==> src/mcght_ram.sv <==
`default_nettype none
module mcght_ram #(
  parameter int WIDTH = 8,
  parameter int DEPTH = 256
) (
  input  wire logic                     clk,
  input  wire logic                     we,
  input  wire logic [$clog2(DEPTH)-1:0] waddr,
  input  wire logic [WIDTH-1:0]         wdata,
  input  wire logic [$clog2(DEPTH)-1:0] raddr,
  output logic      [WIDTH-1:0]         rdata
);

  logic [WIDTH-1:0] mem_r [DEPTH];

  always_ff @(posedge clk) begin
    if (we) begin
      mem_r[waddr] <= wdata;
    end
    rdata <= mem_r[raddr];
  end

endmodule
`default_nettype wire

==> config.mk <==
export PLATFORM = sky130hd
export DESIGN_NAME = mcght_ram
export DESIGN_NICKNAME = d
export VERILOG_FILES = /design/src/mcght_ram.sv
export SDC_FILE = /design/constraint.sdc
export NUM_CORES = 2
export LEC_CHECK = 0
export BUFFER_PORTS_ARGS = -buffer_cell sky130_fd_sc_hd__buf_2
export CAP_MARGIN = 15
export CORE_ASPECT_RATIO = 1.4
export CORE_MARGIN = 2
export CORE_UTILIZATION = 52
export CTS_CLUSTER_SIZE = 20
export DETAILED_ROUTE_END_ITERATION = 12
export PLACE_DENSITY = 0.78
export SETUP_SLACK_MARGIN = 0.15
export SYNTH_ARGS = -nofsm -noshare
export SYNTH_HDL_FRONTEND = slang
export SYNTH_SLANG_ARGS = --single-unit
==> constraint.sdc <==
create_clock -name clk -period 4.7 [get_ports clk]
set_input_delay 0.47 -clock clk [delete_from_list [all_inputs] [get_ports clk]]
set_output_delay 0.47 -clock clk [all_outputs]
set_load 0.01 [all_outputs]
==> Word-level counts from Yosys, hierarchy flattened <==
Memories as Yosys holds them, arrays and structs flattened. A register that Yosys moved wholly into a read port is not among the register bits.
Cells that the tools add are included.
{ "word_totals": {"reg_bits": 0, "latch_bits": 0, "mem_bits_rw": 2048, "mem_bits_ro": 0, "input_bits": 26, "word_cells": 3, "mem_count": 1} }
{ "mem_list": {"columns": ["name", "depth", "word_bits", "read_ports", "rd_clocked_by_memory_dff", "wr", "line_no", "rtl"], "rows": [
  ["mem_r", 256, 8, 1, 1, 1, "14", "logic [WIDTH-1:0] mem_r [DEPTH];"]
]} }
{ "op_classes": {"add_sub_neg": 0, "mul": 0, "div": 0, "n_lt_le_gt_ge": 0, "n_eq_ne": 0, "shift": 0, "n_mux": 2, "bitwise": 0, "n_reduce_logical": 0} }
{ "op_table": {"columns": ["cell", "count"], "rows": [
  ["1-bit 2-to-1 mux", 2]
]} }

==> Logic depth before layout (Yosys ltp) <==
{ "logic_depth": {"depth_word": 2, "depth_mapped": 11, "ltp_nobuf": 6} }

==> Worst setup path after synthesis <==
Ideal clock, no wire load.
{ "synth_timing": {"kind": "input-to-reg", "startpoint": "input port raddr[0]", "endpoint": "register rdata[2], read port of mem_r", "arrival_time_ps": 2277, "t_required_ps": 4569, "slack_ps": 2292, "stages": 9, "path_buffers": 4, "cell_sequence": "buf_6 -> buf_12 -> buf_8 -> buf_2 -> mux4_2 -> a22oi_1 -> a21oi_1 -> nor4_1 -> nor4_2"} }
{ "synth_lines": {"columns": ["element", "line_no", "rtl"], "rows": [
  ["from (decl)", "10", "input wire logic [$clog2(DEPTH)-1:0] raddr,"],
  ["to (decl)", "11", "output logic [WIDTH-1:0] rdata"]
]} }

==> results.toml <==
[drt]
drtIter0Drc = 5059
vias_per_cell = 6.634
vias = 39460
routedWlPerCell_um = 32.41
drt_wl_total_um = 192800
drc = 0
antenna_left = 0
firstDrtPassIters = 6

[cts]
htreeDepth = 4
cts_tree = "yes"
root_buffer = "clkbuf_16"
clock-sinks = 2056
cts_buffer_depth = 3
cts_setup_buffers = 0
clk_pin_slew_ns = 0.06
cts_resized = 0
numCtsBuffers = 173
clk_latency_ns = 0.82
cts_hold_buf = 0

[global_route]
gr-usage-met3_pct = 5.558
grt_max_degree = 150
grt_use_total_pct = 24.76
busiest_layer = "met2"
gr-usage-met1_pct = 30.62
gr-total-overflow = 0
use_met2_pct = 41.25
first_global_vias = 39770
grt_first_pass_wirelength_um = 278000
antenna_found_initial = 9

[setup_path]
path_cells = "buf_8 > buf_4 > buf_4 > mux4_2 > a22oi_1 > a21oi_1 > nor4_1 > nor4_1"
criticalPathCategory = "in -> reg"
startpoint = "raddr[0]"
r2r_slack_ns = 1.50
worstRegToRegCells = 6
worstSetupEndpointType = "flip-flop"
crit_path_end = "rdata[3]"
crit_path_top_delay_cell = "nor4_1"
start_kind = "primary input"
crit_arrival_ns = 4.07
r2r_start = "mem_r[27][3]"
worstPathRequired_ns = 5.33
path_max_fanout = 41
max_stage_delay_ns = 1.03
timing.rr.end = "rdata[3]"

[logic_synthesis]
synthArstFlopShare_pct = 0
synth_area_um2 = 79560
ys_ff_latch = 2056
synth_enable_flop_cells = 2048
ys_types = 55
synth.net_count = 3759
netlist_instances = 3733
ys_warn_count = 0
synth-main-ff-cell = "edfxtp_1"
ys_seq_area_share_pct = 77.50
syn_area_per_cell_um2 = 21.31

[floorplan]
rows = 169
die_w_um = 334.6
dieHeight_um = 466.8
initial_core_util_pct = 52.47
io_pins = 34
coreArea_um2 = 151600
die-area_um2 = 156200

[timing]
finalSetupTns_ns = 0
fin_ws_ns = 1.258
setup-violations-final = 0
fin_crit_sh_pct = 73.23
slew_headroom_pct = 18.85
grt_setup_unrepaired = "false"
fmax_mhz = 290.5
hold_violations = 0
drv_slew = 0
min_period_ns = 3.442
skew_ns = 0.02757
tightestPinTransition_ns = 1.206

[finish]
syn_to_final_growth_pct = 9.924
nNetsFinal = 3871
drive_gt1_share_pct = 22.11
fillers = 10230
final_cells = 5949
final_cell_mix = "2048 x edfxtp_1, 454 x mux4_2, 279 x nor2_1"
layout_commonest_cell = "edfxtp_1"

[placement]
io_buffers = 33
gp_congestion = 0.8910
place_ws_ns = 0.5491
dpl.hpwl_um = 117400
place_inst = 5635

[pwr]
ir_drop_mv = 0.3047
p_leak_nw = 26.78
p_total_w = 0.03577
cellPowerDensity_nw_per_um2 = 409.0

[hold_path]
hp-class = "in -> reg"

[flow_run]
max_cap_viol_count = 0

[run_status]
outcome = "complete, no violations"
[state kept, by name, indices dropped and copies added, names as in the netlist]
signal / cells
mem_r: 2048
rdata: 8
[worst max-delay path, delay by kind of cell]
kind | cells | cell delay (ns)
AO/OA/AOI/OAI | 2 | 0.36
buffers and inverters | 3 | 1.35
AND/OR/NAND/NOR | 2 | 1.22
multiplexers | 1 | 0.58
[cells in the mapped netlist (3+ instances only)]
cell type / instances / area [µm²]
o21ai_0: 10 / 50.05
buf_12: 8 / 160.2
buf_6: 21 / 236.5
dfxtp_1: 8 / 160.2
buf_8: 13 / 195.2
nor2b_1: 31 / 193.9
nor3_1: 22 / 110.1
buf_4: 27 / 202.7
nand2_1: 33 / 123.9
o32ai_1: 4 / 35.03
nand3_1: 34 / 170.2
nor4_1: 24 / 150.1
a22oi_1: 133 / 998.5
o22a_1: 5 / 43.79
buf_1: 22 / 82.58
a21oi_1: 96 / 480.5
o22ai_1: 28 / 175.2
o211ai_1: 10 / 75.07
clkbuf_1: 111 / 416.7
buf_2: 31 / 155.2
or2_2: 4 / 25.02
o221ai_1: 46 / 402.9
a211oi_1: 16 / 120.1
a22o_1: 8 / 70.07
edfxtp_1: 2048 / 61500
a221oi_1: 13 / 113.9
nor4_2: 3 / 37.54
nand2b_1: 8 / 50.05
nor2_1: 282 / 1059
nand4_1: 10 / 62.56
mux2i_1: 134 / 1341
and2_1: 6 / 37.54
mux4_2: 454 / 10220
[metal layers]
metal | routed length, µm | part of all wire, % | vias to the layer above
li1 | - | - | 15880
met1 | 64830 | 34 | 20570
met2 | 97630 | 51 | 2516
met3 | 19390 | 10 | 501
met4 | 10950 | 5.7 | 4
met5 | 32 | 0.017 | -
[power by group]
part	switching, W	internal, W
clock network	0.00636	0.00736
registers	0.0000373	0.0202
logic	0.00119	0.000620
[layout make-up]
class / instances / area, µm² / area share, %
flip-flops and latches: 2056 / 61660 / 70.51
multi-input cells: 1442 / 16480 / 18.84
clock buffers: 212 / 4559 / 5.214
well taps: 1966 / 2460 / 2.813
repair buffers: 170 / 1511 / 1.728
clock inverters: 94 / 758.2 / 0.8670
diodes: 7 / 17.52 / 0.02003
inverters: 2 / 7.507 / 0.008584
[worst min-delay path by stage]
stage	from	slack (ns)	cells past startpoint	to
floorplan	wdata[0]	0.57	0	mem_r[0][0]
global placement	rdata[7]	0.97	1	rdata[7]
detailed placement	rdata[7]	0.97	1	rdata[7]
CTS	wdata[0]	0.21	1	mem_r[103][0]
global route	wdata[0]	0.24	1	mem_r[103][0]
finish	wdata[0]	0.24	1	mem_r[103][0]
[cells by family (layout without fill, tap and decap cells)]
logic type,Yosys count,count (layout),synth area share [%]
flops,2056,2056,77.50
compound gates,385,385,3.419
simple gates,466,466,2.628
other cells,0,7,0
buf+inv,235,478,1.831
mux,591,591,14.62
[stage by stage]
| step | hold WS, ns | util [%] | instance area (µm²) |
|---|---|---|---|
| floorplan | 0.5689 | - | 79560 |
| detailed placement | 0.9658 | 54.16 | 82110 |
| finish | 0.2370 | 57.68 | 87450 |
| global route | 0.2353 | 57.67 | 87440 |
| global placement | 0.9663 | 54.16 | 82110 |
| CTS | 0.2080 | 57.66 | 87430 |
Note: power is estimated with default switching activity, not from simulation.
